<file path="config.mk">
export PLATFORM = sky130hd
export DESIGN_NAME = mask_bounding_box_finder_flat
export DESIGN_NICKNAME = d
export VERILOG_FILES = /design/src/rtl/bbf_pkg.sv /design/src/rtl/bbf_if.sv /design/src/rtl/bbf_front.sv /design/src/rtl/bbf_queue.sv /design/src/rtl/bbf_back.sv /design/src/rtl/mask_bounding_box_finder.sv /design/src/flat_wrapper.sv
export SDC_FILE = /design/constraint.sdc
export NUM_CORES = 1
export LEC_CHECK = 0
export BUFFER_PORTS_ARGS = -buffer_cell sky130_fd_sc_hd__buf_4
export CAP_MARGIN = 25
export CORE_MARGIN = 2
export CORE_UTILIZATION = 30
export CTS_CLUSTER_SIZE = 8
export DETAILED_ROUTE_END_ITERATION = 12
export PLACE_DENSITY = 0.51
export SLEW_MARGIN = 5
export SYNTH_ARGS = -nofsm -noshare
export SYNTH_HDL_FRONTEND = slang
export SYNTH_HIERARCHICAL = 1
export SYNTH_SLANG_ARGS = --single-unit
</file>
<file path="constraint.sdc">
create_clock -name clk -period 9.1 [get_ports clk]
set_clock_uncertainty 0.1 [all_clocks]
set_input_delay 2.73 -clock clk [delete_from_list [all_inputs] [get_ports clk]]
set_output_delay 2.73 -clock clk [all_outputs]
set_load 0.02 [all_outputs]
</file>
<file path="src/rtl/bbf_pkg.sv">
// ----------------------------------------------------------------------------
// bbf_pkg: shared types and helpers of the mask bounding box finder
// Register map, field widths, queue entry layout and the margin arithmetic.
// ----------------------------------------------------------------------------
`default_nettype none

package bbf_pkg;

    // Default values for the top-level parameters.
    localparam int MAX_DIM_DEF    = 512;
    localparam int LABEL_BITS_DEF = 8;

    // Fixed field widths.
    localparam int SIZE_W = 10;
    localparam int PAD_W  = 9;
    localparam int OUT_W  = 9;
    localparam int CMP_W  = SIZE_W + 1;
    localparam int ADDR_W = 5;
    localparam int DATA_W = 32;

    // Queue entry: {pos_x, pos_y, pos_z, nonzero, last}.
    localparam int ENT_LAST = 0;
    localparam int ENT_NZ   = 1;
    localparam int Q_DEPTH  = 2;

    // Register indexes (byte address divided by four).
    typedef enum logic [2:0] {
        REG_SIZE_X = 3'd0,
        REG_SIZE_Y = 3'd1,
        REG_SIZE_Z = 3'd2,
        REG_PAD_X  = 3'd3,
        REG_PAD_Y  = 3'd4,
        REG_PAD_Z  = 3'd5
    } reg_idx_t;

    // Effective volume sizes and margins, as seen by the datapath.
    typedef struct packed {
        logic [SIZE_W-1:0] size_x;
        logic [SIZE_W-1:0] size_y;
        logic [SIZE_W-1:0] size_z;
        logic [PAD_W-1:0]  pad_x;
        logic [PAD_W-1:0]  pad_y;
        logic [PAD_W-1:0]  pad_z;
    } cfg_t;

    // Low face moved outward by the margin, saturating at zero.
    function automatic logic [OUT_W-1:0] pad_low(input logic [SIZE_W-1:0] v,
                                                 input logic [PAD_W-1:0] pad);
        logic [SIZE_W-1:0] p;
        logic [SIZE_W-1:0] d;
        p = SIZE_W'(pad);
        d = v - p;
        return (v > p) ? d[OUT_W-1:0] : '0;
    endfunction

    // High face moved outward by the margin, saturating at size minus one.
    function automatic logic [OUT_W-1:0] pad_high(input logic [SIZE_W-1:0] v,
                                                  input logic [PAD_W-1:0] pad,
                                                  input logic [SIZE_W-1:0] size);
        logic [CMP_W-1:0] sum;
        logic [CMP_W-1:0] lim;
        sum = CMP_W'(v) + CMP_W'(pad);
        lim = CMP_W'(size) - CMP_W'(1);
        return (sum > lim) ? lim[OUT_W-1:0] : sum[OUT_W-1:0];
    endfunction

endpackage

`default_nettype wire

</file>
<file path="src/rtl/bbf_if.sv">
// ----------------------------------------------------------------------------
// bbf_in_if / bbf_out_if: voxel and result channels
// Valid/ready channels; a request moves when valid and ready are both high.
// ----------------------------------------------------------------------------
`default_nettype none

interface bbf_in_if #(parameter int LABEL_BITS = 8) ();
    logic                  valid;
    logic                  ready;
    logic [LABEL_BITS-1:0] label;

    modport source (output valid, output label, input ready);
    modport sink   (input valid, input label, output ready);
endinterface

interface bbf_out_if import bbf_pkg::*; ();
    logic             valid;
    logic             ready;
    logic [OUT_W-1:0] low_x;
    logic [OUT_W-1:0] high_x;
    logic [OUT_W-1:0] low_y;
    logic [OUT_W-1:0] high_y;
    logic [OUT_W-1:0] low_z;
    logic [OUT_W-1:0] high_z;
    logic             mask_empty;

    modport source (output valid, output low_x, output high_x, output low_y,
                    output high_y, output low_z, output high_z, output mask_empty,
                    input ready);
    modport sink   (input valid, input low_x, input high_x, input low_y,
                    input high_y, input low_z, input high_z, input mask_empty,
                    output ready);
endinterface

`default_nettype wire

</file>
<file path="src/rtl/bbf_front.sv">
// ----------------------------------------------------------------------------
// bbf_front: voxel intake and position tracking
// Accepts labels, tags each with its position, a nonzero flag and an
// end-of-volume flag, and pushes the tagged voxel into the queue.
// ----------------------------------------------------------------------------
`default_nettype none

module bbf_front import bbf_pkg::*; #(
    parameter int POS_W      = 9,
    parameter int LABEL_BITS = LABEL_BITS_DEF
) (
    input  wire logic               clk,
    input  wire logic               rst_n,
    bbf_in_if.sink                  in_ch,
    input  wire cfg_t               cfg,
    output logic                    push_valid,
    output logic [3*POS_W+1:0]      push_data,
    input  wire logic               push_ready
);

    logic [POS_W-1:0]      pos_x_reg, pos_x_next;
    logic [POS_W-1:0]      pos_y_reg, pos_y_next;
    logic [POS_W-1:0]      pos_z_reg, pos_z_next;
    logic [LABEL_BITS-1:0] label_w;
    logic                  accept;
    logic                  nz;
    logic                  cz, cy, cx;

    // Handshake: the queue's free space is the only thing that stalls intake.
    assign in_ch.ready = push_ready;
    assign push_valid  = in_ch.valid;
    assign accept      = in_ch.valid & push_ready;
    assign label_w     = in_ch.label;
    assign nz          = |label_w;

    // Wrap detection, z fastest, then y, then x.
    assign cz = (CMP_W'(pos_z_reg) + CMP_W'(1)) >= CMP_W'(cfg.size_z);
    assign cy = cz && ((CMP_W'(pos_y_reg) + CMP_W'(1)) >= CMP_W'(cfg.size_y));
    assign cx = cy && ((CMP_W'(pos_x_reg) + CMP_W'(1)) >= CMP_W'(cfg.size_x));

    assign push_data = {pos_x_reg, pos_y_reg, pos_z_reg, nz, cx};

    // Counter advance on every accepted voxel.
    always_comb
    begin
        pos_x_next = pos_x_reg;
        pos_y_next = pos_y_reg;
        pos_z_next = pos_z_reg;
        if (accept)
        begin
            if (cx)
            begin
                pos_x_next = '0;
                pos_y_next = '0;
                pos_z_next = '0;
            end
            else if (!cz)
            begin
                pos_z_next = pos_z_reg + POS_W'(1);
            end
            else if (!cy)
            begin
                pos_z_next = '0;
                pos_y_next = pos_y_reg + POS_W'(1);
            end
            else
            begin
                pos_z_next = '0;
                pos_y_next = '0;
                pos_x_next = pos_x_reg + POS_W'(1);
            end
        end
    end

    always_ff @(posedge clk or negedge rst_n)
    begin
        if (!rst_n)
        begin
            pos_x_reg <= '0;
            pos_y_reg <= '0;
            pos_z_reg <= '0;
        end
        else
        begin
            pos_x_reg <= pos_x_next;
            pos_y_reg <= pos_y_next;
            pos_z_reg <= pos_z_next;
        end
    end

endmodule

`default_nettype wire

</file>
<file path="src/rtl/bbf_queue.sv">
// ----------------------------------------------------------------------------
// bbf_queue: short queue between intake and box update
// Two-entry register queue; the head entry is presented combinationally.
// ----------------------------------------------------------------------------
`default_nettype none

module bbf_queue import bbf_pkg::*; #(
    parameter int WIDTH = 29
) (
    input  wire logic             clk,
    input  wire logic             rst_n,
    input  wire logic             push_valid,
    input  wire logic [WIDTH-1:0] push_data,
    output logic                  push_ready,
    output logic                  head_valid,
    output logic [WIDTH-1:0]      head_data,
    input  wire logic             pop
);

    localparam int PTR_W = $clog2(Q_DEPTH);
    localparam int CNT_W = $clog2(Q_DEPTH + 1);

    logic [WIDTH-1:0] entry_reg [Q_DEPTH];
    logic [PTR_W-1:0] wr_ptr_reg, wr_ptr_next;
    logic [PTR_W-1:0] rd_ptr_reg, rd_ptr_next;
    logic [CNT_W-1:0] count_reg, count_next;
    logic             do_push;
    logic             do_pop;

    assign push_ready = (count_reg != CNT_W'(Q_DEPTH));
    assign head_valid = (count_reg != '0);
    assign head_data  = entry_reg[rd_ptr_reg];
    assign do_push    = push_valid & push_ready;
    assign do_pop     = pop & head_valid;

    // Pointer and fill count update.
    always_comb
    begin
        wr_ptr_next = wr_ptr_reg;
        rd_ptr_next = rd_ptr_reg;
        count_next  = count_reg;
        if (do_push)
        begin
            wr_ptr_next = (wr_ptr_reg == PTR_W'(Q_DEPTH - 1)) ? '0 : wr_ptr_reg + PTR_W'(1);
        end
        if (do_pop)
        begin
            rd_ptr_next = (rd_ptr_reg == PTR_W'(Q_DEPTH - 1)) ? '0 : rd_ptr_reg + PTR_W'(1);
        end
        if (do_push && !do_pop)
        begin
            count_next = count_reg + CNT_W'(1);
        end
        else if (do_pop && !do_push)
        begin
            count_next = count_reg - CNT_W'(1);
        end
    end

    always_ff @(posedge clk or negedge rst_n)
    begin
        if (!rst_n)
        begin
            wr_ptr_reg <= '0;
            rd_ptr_reg <= '0;
            count_reg  <= '0;
        end
        else
        begin
            wr_ptr_reg <= wr_ptr_next;
            rd_ptr_reg <= rd_ptr_next;
            count_reg  <= count_next;
        end
    end

    // Entry storage.
    always_ff @(posedge clk)
    begin
        if (do_push)
        begin
            entry_reg[wr_ptr_reg] <= push_data;
        end
    end

endmodule

`default_nettype wire

</file>
<file path="src/rtl/bbf_back.sv">
// ----------------------------------------------------------------------------
// bbf_back: running box update and result formation
// Folds each tagged voxel into the running min/max, snapshots the box at the
// end of a volume, then applies margin and clamp, or the empty-mask fallback, into the output register.
// ----------------------------------------------------------------------------
`default_nettype none

module bbf_back import bbf_pkg::*; #(
    parameter int POS_W = 9
) (
    input  wire logic               clk,
    input  wire logic               rst_n,
    input  wire logic               head_valid,
    input  wire logic [3*POS_W+1:0] head_data,
    output logic                    pop,
    input  wire cfg_t               cfg,
    bbf_out_if.source               out_ch
);

    logic [POS_W-1:0] hd_pos [3];
    logic             hd_nz;
    logic             hd_last;

    logic             found_reg, found_next;
    logic [POS_W-1:0] min_reg [3];
    logic [POS_W-1:0] max_reg [3];
    logic [POS_W-1:0] min_new [3];
    logic [POS_W-1:0] max_new [3];

    logic             fin_v_reg, fin_v_next;
    logic             fin_found_reg;
    logic [POS_W-1:0] fin_min_reg [3];
    logic [POS_W-1:0] fin_max_reg [3];

    logic             out_v_reg, out_v_next;
    logic [OUT_W-1:0] low_x_reg, high_x_reg;
    logic [OUT_W-1:0] low_y_reg, high_y_reg;
    logic [OUT_W-1:0] low_z_reg, high_z_reg;
    logic             empty_reg;

    logic             fin_adv;
    logic             fin_free;

    // Unpack the head entry.
    assign hd_pos[0] = head_data[3*POS_W+1 -: POS_W];
    assign hd_pos[1] = head_data[2*POS_W+1 -: POS_W];
    assign hd_pos[2] = head_data[POS_W+1 -: POS_W];
    assign hd_nz     = head_data[ENT_NZ];
    assign hd_last   = head_data[ENT_LAST];

    // Flow control: plain voxels always drain, a closing voxel needs a free snapshot.
    assign fin_adv  = fin_v_reg & (~out_v_reg | out_ch.ready);
    assign fin_free = ~fin_v_reg | fin_adv;
    assign pop      = head_valid & (~hd_last | fin_free);

    // Running min/max including the head voxel, one lane per axis.
    always_comb
    begin
        for (int i = 0; i < 3; i++)
        begin
            min_new[i] = min_reg[i];
            max_new[i] = max_reg[i];
            if (hd_nz)
            begin
                if (!found_reg || (hd_pos[i] < min_reg[i]))
                begin
                    min_new[i] = hd_pos[i];
                end
                if (!found_reg || (hd_pos[i] > max_reg[i]))
                begin
                    max_new[i] = hd_pos[i];
                end
            end
        end
    end

    // Control state next values.
    always_comb
    begin
        found_next = found_reg;
        fin_v_next = fin_v_reg & ~fin_adv;
        out_v_next = out_v_reg & ~out_ch.ready;
        if (pop)
        begin
            found_next = hd_last ? 1'b0 : (found_reg | hd_nz);
            if (hd_last)
            begin
                fin_v_next = 1'b1;
            end
        end
        if (fin_adv)
        begin
            out_v_next = 1'b1;
        end
    end

    always_ff @(posedge clk or negedge rst_n)
    begin
        if (!rst_n)
        begin
            found_reg <= 1'b0;
            fin_v_reg <= 1'b0;
            out_v_reg <= 1'b0;
        end
        else
        begin
            found_reg <= found_next;
            fin_v_reg <= fin_v_next;
            out_v_reg <= out_v_next;
        end
    end

    // Running box and end-of-volume snapshot.
    always_ff @(posedge clk)
    begin
        if (pop)
        begin
            for (int i = 0; i < 3; i++)
            begin
                min_reg[i] <= min_new[i];
                max_reg[i] <= max_new[i];
            end
            if (hd_last)
            begin
                fin_found_reg <= found_reg | hd_nz;
                for (int i = 0; i < 3; i++)
                begin
                    fin_min_reg[i] <= min_new[i];
                    fin_max_reg[i] <= max_new[i];
                end
            end
        end
    end

    // Margin, clamp and the empty-mask fallback into the output register.
    always_ff @(posedge clk)
    begin
        if (fin_adv)
        begin
            if (fin_found_reg)
            begin
                low_x_reg  <= pad_low(SIZE_W'(fin_min_reg[0]), cfg.pad_x);
                high_x_reg <= pad_high(SIZE_W'(fin_max_reg[0]), cfg.pad_x, cfg.size_x);
                low_y_reg  <= pad_low(SIZE_W'(fin_min_reg[1]), cfg.pad_y);
                high_y_reg <= pad_high(SIZE_W'(fin_max_reg[1]), cfg.pad_y, cfg.size_y);
                low_z_reg  <= pad_low(SIZE_W'(fin_min_reg[2]), cfg.pad_z);
                high_z_reg <= pad_high(SIZE_W'(fin_max_reg[2]), cfg.pad_z, cfg.size_z);
                empty_reg  <= 1'b0;
            end
            else
            begin
                low_x_reg  <= '0;
                high_x_reg <= OUT_W'(cfg.size_x - SIZE_W'(1));
                low_y_reg  <= '0;
                high_y_reg <= OUT_W'(cfg.size_y - SIZE_W'(1));
                low_z_reg  <= '0;
                high_z_reg <= OUT_W'(cfg.size_z - SIZE_W'(1));
                empty_reg  <= 1'b1;
            end
        end
    end

    assign out_ch.valid      = out_v_reg;
    assign out_ch.low_x      = low_x_reg;
    assign out_ch.high_x     = high_x_reg;
    assign out_ch.low_y      = low_y_reg;
    assign out_ch.high_y     = high_y_reg;
    assign out_ch.low_z      = low_z_reg;
    assign out_ch.high_z     = high_z_reg;
    assign out_ch.mask_empty = empty_reg;

endmodule

`default_nettype wire

</file>
<file path="src/rtl/mask_bounding_box_finder.sv">
// ----------------------------------------------------------------------------
// mask_bounding_box_finder: padded bounding box of a 3D label mask
// Streams label voxels (z fastest, then y, then x) and reports one box per
// volume, widened by per-axis margins and clamped to the volume.
// ----------------------------------------------------------------------------
// The block takes one voxel per clock cycle unless unread results hold back a
// closing voxel; the back end folds each popped voxel into the running min/max.
// The intake tags each voxel with its position and passes it through a two-entry
// queue to the box update; a result goes via the end-of-volume snapshot into the
// output register; the next volume keeps streaming in while it waits to be read.
// There is no start-up clearing pass. Registers at byte addresses 0x00..0x14:
// size_x, size_y, size_z (0 acts as 1, values above MAX_DIM act as MAX_DIM),
// then pad_x, pad_y, pad_z; write them only while no volume is in flight.
// ----------------------------------------------------------------------------
`default_nettype none

module mask_bounding_box_finder import bbf_pkg::*; #(
    parameter int MAX_DIM    = MAX_DIM_DEF,
    parameter int LABEL_BITS = LABEL_BITS_DEF
) (
    input  wire logic              clk,
    input  wire logic              rst_n,
    input  wire logic              psel,
    input  wire logic              penable,
    input  wire logic              pwrite,
    input  wire logic [ADDR_W-1:0] paddr,
    input  wire logic [DATA_W-1:0] pwdata,
    output logic      [DATA_W-1:0] prdata,
    output logic                   pready,
    bbf_in_if.sink                 in_ch,
    bbf_out_if.source              out_ch
);

    localparam int DIM_CAP = (MAX_DIM > 1023) ? 1023 : MAX_DIM;
    localparam logic [SIZE_W-1:0] DIM_LIM = SIZE_W'(DIM_CAP);
    localparam int POS_W = ($clog2(MAX_DIM) < SIZE_W) ? $clog2(MAX_DIM) : SIZE_W;
    localparam int ENT_W = 3 * POS_W + 2;

    logic [SIZE_W-1:0] size_x_reg, size_y_reg, size_z_reg;
    logic [PAD_W-1:0]  pad_x_reg, pad_y_reg, pad_z_reg;
    reg_idx_t          reg_idx;
    logic              cfg_wr;
    cfg_t              cfg;

    logic              q_push_valid;
    logic [ENT_W-1:0]  q_push_data;
    logic              q_push_ready;
    logic              q_head_valid;
    logic [ENT_W-1:0]  q_head_data;
    logic              q_pop;

    // Configuration port.
    assign pready  = 1'b1;
    assign reg_idx = reg_idx_t'(paddr[4:2]);
    assign cfg_wr  = psel & penable & pwrite & pready;

    always_ff @(posedge clk or negedge rst_n)
    begin
        if (!rst_n)
        begin
            size_x_reg <= SIZE_W'(512);
            size_y_reg <= SIZE_W'(512);
            size_z_reg <= SIZE_W'(512);
            pad_x_reg  <= '0;
            pad_y_reg  <= '0;
            pad_z_reg  <= '0;
        end
        else if (cfg_wr)
        begin
            case (reg_idx)
                REG_SIZE_X: size_x_reg <= pwdata[SIZE_W-1:0];
                REG_SIZE_Y: size_y_reg <= pwdata[SIZE_W-1:0];
                REG_SIZE_Z: size_z_reg <= pwdata[SIZE_W-1:0];
                REG_PAD_X:  pad_x_reg  <= pwdata[PAD_W-1:0];
                REG_PAD_Y:  pad_y_reg  <= pwdata[PAD_W-1:0];
                REG_PAD_Z:  pad_z_reg  <= pwdata[PAD_W-1:0];
                default:    ;
            endcase
        end
    end

    // Register readback.
    always_comb
    begin
        case (reg_idx)
            REG_SIZE_X: prdata = DATA_W'(size_x_reg);
            REG_SIZE_Y: prdata = DATA_W'(size_y_reg);
            REG_SIZE_Z: prdata = DATA_W'(size_z_reg);
            REG_PAD_X:  prdata = DATA_W'(pad_x_reg);
            REG_PAD_Y:  prdata = DATA_W'(pad_y_reg);
            REG_PAD_Z:  prdata = DATA_W'(pad_z_reg);
            default:    prdata = '0;
        endcase
    end

    // Effective sizes: zero acts as one, oversize saturates at the limit.
    function automatic logic [SIZE_W-1:0] eff_size(input logic [SIZE_W-1:0] s);
        if (s == '0)
        begin
            return SIZE_W'(1);
        end
        return (s > DIM_LIM) ? DIM_LIM : s;
    endfunction

    assign cfg.size_x = eff_size(size_x_reg);
    assign cfg.size_y = eff_size(size_y_reg);
    assign cfg.size_z = eff_size(size_z_reg);
    assign cfg.pad_x  = pad_x_reg;
    assign cfg.pad_y  = pad_y_reg;
    assign cfg.pad_z  = pad_z_reg;

    // Intake, queue and box update.
    bbf_front #(
        .POS_W      (POS_W),
        .LABEL_BITS (LABEL_BITS)
    ) u_front (
        .clk        (clk),
        .rst_n      (rst_n),
        .in_ch      (in_ch),
        .cfg        (cfg),
        .push_valid (q_push_valid),
        .push_data  (q_push_data),
        .push_ready (q_push_ready)
    );

    bbf_queue #(
        .WIDTH (ENT_W)
    ) u_queue (
        .clk        (clk),
        .rst_n      (rst_n),
        .push_valid (q_push_valid),
        .push_data  (q_push_data),
        .push_ready (q_push_ready),
        .head_valid (q_head_valid),
        .head_data  (q_head_data),
        .pop        (q_pop)
    );

    bbf_back #(
        .POS_W (POS_W)
    ) u_back (
        .clk        (clk),
        .rst_n      (rst_n),
        .head_valid (q_head_valid),
        .head_data  (q_head_data),
        .pop        (q_pop),
        .cfg        (cfg),
        .out_ch     (out_ch)
    );

`ifndef NO_ASSERTIONS
    // A full queue always has a head entry to offer the back end.
    a_full_not_empty: assert property (@(posedge clk) disable iff (!rst_n)
        !q_push_ready |-> q_head_valid)
        else $error("queue full while reporting empty");

    // A new result only comes from a pending end-of-volume snapshot.
    a_result_origin: assert property (@(posedge clk) disable iff (!rst_n)
        $rose(out_ch.valid) |-> $past(u_back.fin_v_reg))
        else $error("result without a pending snapshot");

    // The back end never drains an empty queue.
    a_no_pop_empty: assert property (@(posedge clk) disable iff (!rst_n)
        q_pop |-> q_head_valid)
        else $error("queue popped while empty");
`endif

endmodule

`default_nettype wire
</file>
<file path="src/flat_wrapper.sv">
// flat-port wrapper written by rule: the top's interface ports become plain ports
module mask_bounding_box_finder_flat import bbf_pkg::*;
#(
    parameter int MAX_DIM    = MAX_DIM_DEF,
    parameter int LABEL_BITS = LABEL_BITS_DEF
)
  (clk, rst_n, psel, penable, pwrite, paddr, pwdata, prdata, pready, in_ch_valid, in_ch_label, in_ch_ready, out_ch_valid, out_ch_low_x, out_ch_high_x, out_ch_low_y, out_ch_high_y, out_ch_low_z, out_ch_high_z, out_ch_mask_empty, out_ch_ready);
  bbf_in_if #(.LABEL_BITS(LABEL_BITS)) in_ch_i ();
  bbf_out_if out_ch_i ();
  input  wire logic clk;
  input  wire logic rst_n;
  input  wire logic psel;
  input  wire logic penable;
  input  wire logic pwrite;
  input  wire logic [ADDR_W-1:0] paddr;
  input  wire logic [DATA_W-1:0] pwdata;
  output logic      [DATA_W-1:0] prdata;
  output logic pready;
  input wire logic [$bits(in_ch_i.valid)-1:0] in_ch_valid;
  input wire logic [$bits(in_ch_i.label)-1:0] in_ch_label;
  output wire logic [$bits(in_ch_i.ready)-1:0] in_ch_ready;
  output wire logic [$bits(out_ch_i.valid)-1:0] out_ch_valid;
  output wire logic [$bits(out_ch_i.low_x)-1:0] out_ch_low_x;
  output wire logic [$bits(out_ch_i.high_x)-1:0] out_ch_high_x;
  output wire logic [$bits(out_ch_i.low_y)-1:0] out_ch_low_y;
  output wire logic [$bits(out_ch_i.high_y)-1:0] out_ch_high_y;
  output wire logic [$bits(out_ch_i.low_z)-1:0] out_ch_low_z;
  output wire logic [$bits(out_ch_i.high_z)-1:0] out_ch_high_z;
  output wire logic [$bits(out_ch_i.mask_empty)-1:0] out_ch_mask_empty;
  input wire logic [$bits(out_ch_i.ready)-1:0] out_ch_ready;
  assign in_ch_i.valid = in_ch_valid;
  assign in_ch_i.label = in_ch_label;
  assign in_ch_ready = in_ch_i.ready;
  assign out_ch_valid = out_ch_i.valid;
  assign out_ch_low_x = out_ch_i.low_x;
  assign out_ch_high_x = out_ch_i.high_x;
  assign out_ch_low_y = out_ch_i.low_y;
  assign out_ch_high_y = out_ch_i.high_y;
  assign out_ch_low_z = out_ch_i.low_z;
  assign out_ch_high_z = out_ch_i.high_z;
  assign out_ch_mask_empty = out_ch_i.mask_empty;
  assign out_ch_i.ready = out_ch_ready;
  mask_bounding_box_finder #(.MAX_DIM(MAX_DIM), .LABEL_BITS(LABEL_BITS)) u_core (.clk(clk), .rst_n(rst_n), .psel(psel), .penable(penable), .pwrite(pwrite), .paddr(paddr), .pwdata(pwdata), .prdata(prdata), .pready(pready), .in_ch(in_ch_i), .out_ch(out_ch_i));
endmodule
</file>
# After elaboration in Yosys (flattened, before gate mapping)
# Memory sizes are Yosys's and may differ from the RTL's.
# Cells that the tools add are included.
# Widths: inputs -> output; s select.
[classes]
bitwise = 17
add_sub_neg = 22
eq_ne = 6
reduce_logical = 34
magnitude_cmp = 18
n_mux = 55
[ops]
columns = ["cell", "n"]
rows = [
  ["$mux 9", 26],
  ["$mux 10", 9],
  ["$pmux 10 s6", 1],
  ["$gt 9x9->1", 6],
  ["$gt 10x11->1", 3],
  ["$sub 10x1->11 const B", 3],
  ["$add 9x1->10 const B", 3],
  ["$add 9x9->10", 3],
  ["$ge 10x10->1", 3],
  ["$gt 10x10->1 const B", 3],
  ["$logic_not 10->1", 3],
  ["$add 9x1->9 const B", 3],
  ["$lt 9x9->1", 3],
  ["$sub 9x1->9 const B", 3],
  ["$sub 9x9->9", 3],
  ["$reduce_and 2->1", 11],
  ["$mux 1", 17],
  ["$and 1x1->1", 8],
  ["$reduce_bool 2->1", 4],
  ["$reduce_or 8->1", 1],
  ["$eq 3x2->1 const B", 2],
  ["$eq 3x3->1 const B", 2],
  ["$logic_or 1x1->1", 6],
  ["$not 1->1", 5],
  ["other kinds (11)", 21],
]
[totals]
in_bits = 52
reg_bits = 147
elab_cells = 180
memories = 5
ramBits = 166
output_inout_bits = 90
[mem_list]
columns = ["memory", "words", "word_bits", "rd", "rd_ports_with_merged_regs", "write_ports", "line", "source"]
rows = [
  ["u_core.u_queue.entry_reg", 2, 29, 1, 0, 1, "bbf_queue.sv:23", "logic [WIDTH-1:0] entry_reg [Q_DEPTH];"],
  ["u_core.u_back.fin_max_reg", 3, 9, 3, 0, 3, "bbf_back.sv:33", "logic [POS_W-1:0] fin_max_reg [3];"],
  ["u_core.u_back.fin_min_reg", 3, 9, 3, 0, 3, "bbf_back.sv:32", "logic [POS_W-1:0] fin_min_reg [3];"],
  ["u_core.u_back.max_reg", 3, 9, 3, 0, 3, "bbf_back.sv:26", "logic [POS_W-1:0] max_reg [3];"],
  ["u_core.u_back.min_reg", 3, 9, 3, 0, 3, "bbf_back.sv:25", "logic [POS_W-1:0] min_reg [3];"],
]

# Depth between registers and ports, before layout
[logic_depth]
word_depth = 10
depth_mapped = 16
depth_no_buf = 15

# Cells and area by module
# The synthesis kept the hierarchy.
[modules_own_cells]
columns = ["module", "n_inst", "seq_area_each_um2", "area_per_inst_um2", "cells_each"]
rows = [
  ["bbf_back", 1, 4999.8, 11686.2, 1145],
  ["mask_bounding_box_finder", 1, 1430.1, 3131.8, 256],
  ["bbf_front", 1, 675.6, 2388.5, 268],
  ["bbf_queue", 1, 1841.8, 2313.5, 108],
]

# Least setup slack after synthesis
# No wires, ideal clock.
[synth_path]
path_type = "in2reg"
startpoint = "in out_ch_ready"
endpoint = "reg u_core.u_back.fin_found_reg (enable)"
required_time_ps = 8580
setup_time_ps = 420
n_path_buf = 0
stages = 3
arrival_time_ps = 7382
slack_ps = 1198
cell_sequence = "nor2b_1 a31oi_1 and2_1"
[synth_between]
elab_chain_len = 6
[synth_rtl]
columns = ["element", "line", "source"]
rows = [
  ["from (decl)", "flat_wrapper.sv:30", "input wire logic [$bits(out_ch_i.ready)-1:0] out_ch_ready;"],
  ["$or 1x1->1", "bbf_back.sv:52", "assign fin_adv = fin_v_reg & (~out_v_reg | out_ch.ready);"],
  ["$and 1x1->1", "bbf_back.sv:52", ""],
  ["$or 1x1->1", "bbf_back.sv:53", "assign fin_free = ~fin_v_reg | fin_adv;"],
  ["$or 1x1->1", "bbf_back.sv:54", "assign pop = head_valid & (~hd_last | fin_free);"],
  ["$and 1x1->1", "bbf_back.sv:54", ""],
  ["named net u_core.q_pop", "mask_bounding_box_finder.sv:50", "logic q_pop;"],
  ["$reduce_and 2->1 (no line)", "-", ""],
  ["to (signal assigned)", "bbf_back.sv:125", "fin_found_reg <= found_reg | hd_nz;"],
  ["to (decl)", "bbf_back.sv:31", "logic fin_found_reg;"],
]
# The timed path passes the listed nets, and every way through them passes these cells.
# A chain may end at the register's enable or synchronous reset.

# Worst setup path after layout
[layout_path]
startpoint = "in paddr[2]"
endpoint = "out prdata[8]"
[layout_between]
elab_chain_len = 2
elab_cells_between_ends = 7
classes_between = "eq/ne (5); mux (1); reduce/logical (1)"
[layout_rtl]
columns = ["element", "line", "source"]
rows = [
  ["from (decl)", "flat_wrapper.sv:15", "input wire logic [ADDR_W-1:0] paddr;"],
  ["$eq 3x3->1, or another cell as far along", "mask_bounding_box_finder.sv:85", "case (reg_idx)"],
  ["$pmux 10 s6 (*)", "mask_bounding_box_finder.sv:85", ""],
  ["to (decl)", "flat_wrapper.sv:17", "output logic [DATA_W-1:0] prdata;"],
]
# Every way passes the cells marked *; elsewhere a longest branch is shown, timed or not.

==> metrics.md <==
| Metric | Value |
|---|---|
| Status | `finished, final reports clean` |
| Hold Path Class | `reg -> reg` |
| Synth top area cells | `edfxtp_1 (34%), dfrtp_1 (11%), ha_1 (11%), mux2_2 (6.1%), inv_1 (2.9%)` |
| Yosys reg bits | `313` |
| Peak VDD IR | `160 uV` |
| Inst Count DP | `2,691` |
| CTS Buf Count | `46` |
| Fin Setup TNS | `0 ns` |
| Post-CTS Setup Bufs | `0` |
| Min cycle time layout | `6.69 ns` |
| Post-Syn Instances | `1,777` |
| Leak | `0.00946 uW` |
| CTS tree | `yes` |
| Max Cap Viol | `0` |
| H-tree Lvls | `2` |
| Sink Count | `313` |
| Max Fclk | `0.149 GHz` |
| Max FO, Critical Path | `29` |
| Cell with the most instances after synthesis | `edfxtp_1` |
| Vias in the first global route | `13,500` |
| Netlist cell types | `86` |
| Ys Warns | `6` |
| Met1 GRT Util | `0.223` |
| Mean Syn Cell Area | `11.0 sq um` |
| RSZ-0062 raised after global routing | `false` |
| CP startpoint kind | `input pin` |
| Pre-antenna DRT Iters | `5` |
| Routed WL | `51,900 um` |
| Largest register FFs | `58` |
| Top cell type's share of synthesized area | `0.342` |
| Hold Path Origin | `u_core/u_queue/wr_ptr_reg` |
| Core ar. | `0.0643 sq mm` |
| Cts hold-fix bufs | `0` |
| Layout cells sized above 1 | `0.173` |
| ANT cells | `0` |
| Syn-to-layout area delta | `15.2%` |
| Vias post-DR | `14,000` |
| Die X | `259 um` |
| Global-route wire length before repair | `79,600 um` |
| Met2 Use GR | `0.231` |
| Worst slew pin tran | `0.941 ns` |
| Launch point of the worst reg-to-reg path | `u_core/size_z_reg[1]` |
| Top cell type by total area after synthesis | `edfxtp_1` |
| Nets | `2,115` |
| Rows | `93` |
| Die Ht | `259 um` |
| Met3 usage | `0.0211` |
| Arr. time, crit path | `3.86 ns` |
| CP startpoint | `paddr[2]` |
| Async SR Flop Fraction | `0.291` |
| Grt peak-use layer | `met2` |
| Setup CP Type | `in -> out` |
| DRT iter0 DRCs | `870` |
| Initial antenna violation count | `0` |
| Drt via density | `5.04` |
| Synth Flop Type | `edfxtp_1` |
| Final setup fails | `0` |
| Post_cts resized | `0` |
| Clock slew at reported path FFs | `0.05 ns` |
| Sequential fraction of the synthesis area | `0.458` |
| Root Buffer | `clkbuf_16` |
| Crit share post-route | `0.735` |
| Total power per unit cell area | `408 mW/mm^2` |
| Initial Util | `0.303` |
| Hpwl dp | `38,500 um` |
| Routed len/inst | `18.7 um` |
| Clk_lat worst skew | `0.59 ns` |
| Headroom to the max-slew limit | `0.368` |
| Pin count of the biggest net entering global routing | `59` |
| Global route total overflow | `0` |
| Synth top cells by count | `edfxtp_1 (222), ha_1 (172), inv_1 (153)` |
| Mapped Area | `0.0195 sq mm` |
| Final Max Slew Viols | `0` |
| PortBufs | `94` |
| GRT Overall Usage | `0.153` |
| Crit end category | `output pin` |
| Num ports | `142` |
| DRC | `0` |
| Routability cong. | `0.882` |
| Die area | `0.0671 sq mm` |
| Final hold vios | `0` |
| Max clock buf depth | `3` |
| Fin cells | `2,776` |
| ANT nets after route | `0` |
| Post-synth EDFFs | `222` |
| Crit path required time | `6.27 ns` |
-- layer usage --
| metal | routed length, um | up-vias |
|---|---|---|
| met5 | 0 | - |
| met4 | 1330 | 0 |
| met3 | 2560 | 74 |
| met2 | 22600 | 383 |
| met1 | 25500 | 6783 |
| li1 | - | 6740 |
-- through the flow --
step	util	total power, uW	setup WS, ns	hold slack, ns	area, sq um
2_1_floorplan	-	6100	1.20	0.361	19600
3_3_place_gp	0.328	7460	2.42	0.395	21100
3_5_place_dp	0.328	7540	2.42	0.403	21100
4_1_cts	0.349	9230	2.42	0.415	22500
5_1_grt	0.349	9870	2.34	0.442	22500
6_report	0.349	9170	2.41	0.410	22500
-- area by class of cell --
| cell class | instances | area (sq um) |
|---|---|---|
| tap | 855 | 1070 |
| sequential | 313 | 8950 |
| inverter | 155 | 582 |
| clock buffer | 78 | 1280 |
| fill | 6350 | 41900 |
| multi-input combinational | 1254 | 9650 |
| timing repair buffer | 115 | 870 |
| clock inverter | 6 | 77.6 |
-- where the power goes --
part	switching, uW	leakage, uW	total [uW]	internal [uW]
Sequential	416	0.00331	2890	2470
Combinational	2840	0.00551	4680	1840
Clock	649	0.000648	1610	958
-- logic make-up (layout without fill, tap and decap cells) --
kind of cell    after synthesis  count (layout)  share of synthesized area
simple gates                484             484                      0.133
other cells                   2              23                   0.000385
mux                         149             149                     0.0858
compound gates              346             346                      0.119
xor+xnor                     74              74                     0.0332
buf+inv                     231             354                     0.0531
fa+ha+maj                   178             178                      0.116
flops                       313             313                      0.458
-- path summary, 6_finish.rpt --
| kind | endpoint | cells past startpoint | slack, ns |
|---|---|---|---|
| setup / recovery | prdata[8] | 5 | 2.41 |
| hold / removal | u_core/u_queue/wr_ptr_reg | 1 | 0.41 |
| setup reg to reg | u_core/u_back/out_ch.high_z[4] | 15 | 4.94 |
| hold reg to reg | u_core/u_queue/wr_ptr_reg | 1 | 0.41 |
| max in group asynchronous | u_core/u_back/found_reg | 2 | 5.70 |
| min in group asynchronous | u_core/u_front/pos_z_reg[3] | 1 | 2.03 |
-- cells in the final DEF, fill, tap and decap left out, types with 6 or more instances in the layout --
master	count
mux2i_1	33
xor2_1	34
buf_4	114
nor3_1	44
nand4_1	19
mux2_2	106
nor4_1	19
ha_1	172
edfxtp_1	222
nor3b_1	13
conb_1	23
a211oi_1	9
clkbuf_1	31
nand3_1	69
nand3b_1	6
fa_1	6
a21oi_1	71
a31oi_1	27
o21a_1	19
and3_1	15
o31ai_1	10
o21ai_0	74
a21o_1	32
nand2_1	93
clkbuf_16	46
nor2_1	72
o211ai_1	32
inv_1	153
nor2b_1	50
xnor2_1	40
dfrtp_1	87
or3_1	29
nand2b_1	18
o21bai_1	6
a41oi_1	8
mux2_4	10
-- critical path, stage by stage --
cell,delay (ns)
buf_4,0.31
mux2_2,0.38
a21oi_1,0.14
o21ai_0,0.11
buf_4,0.19
(Power assumes the default switching activity.)
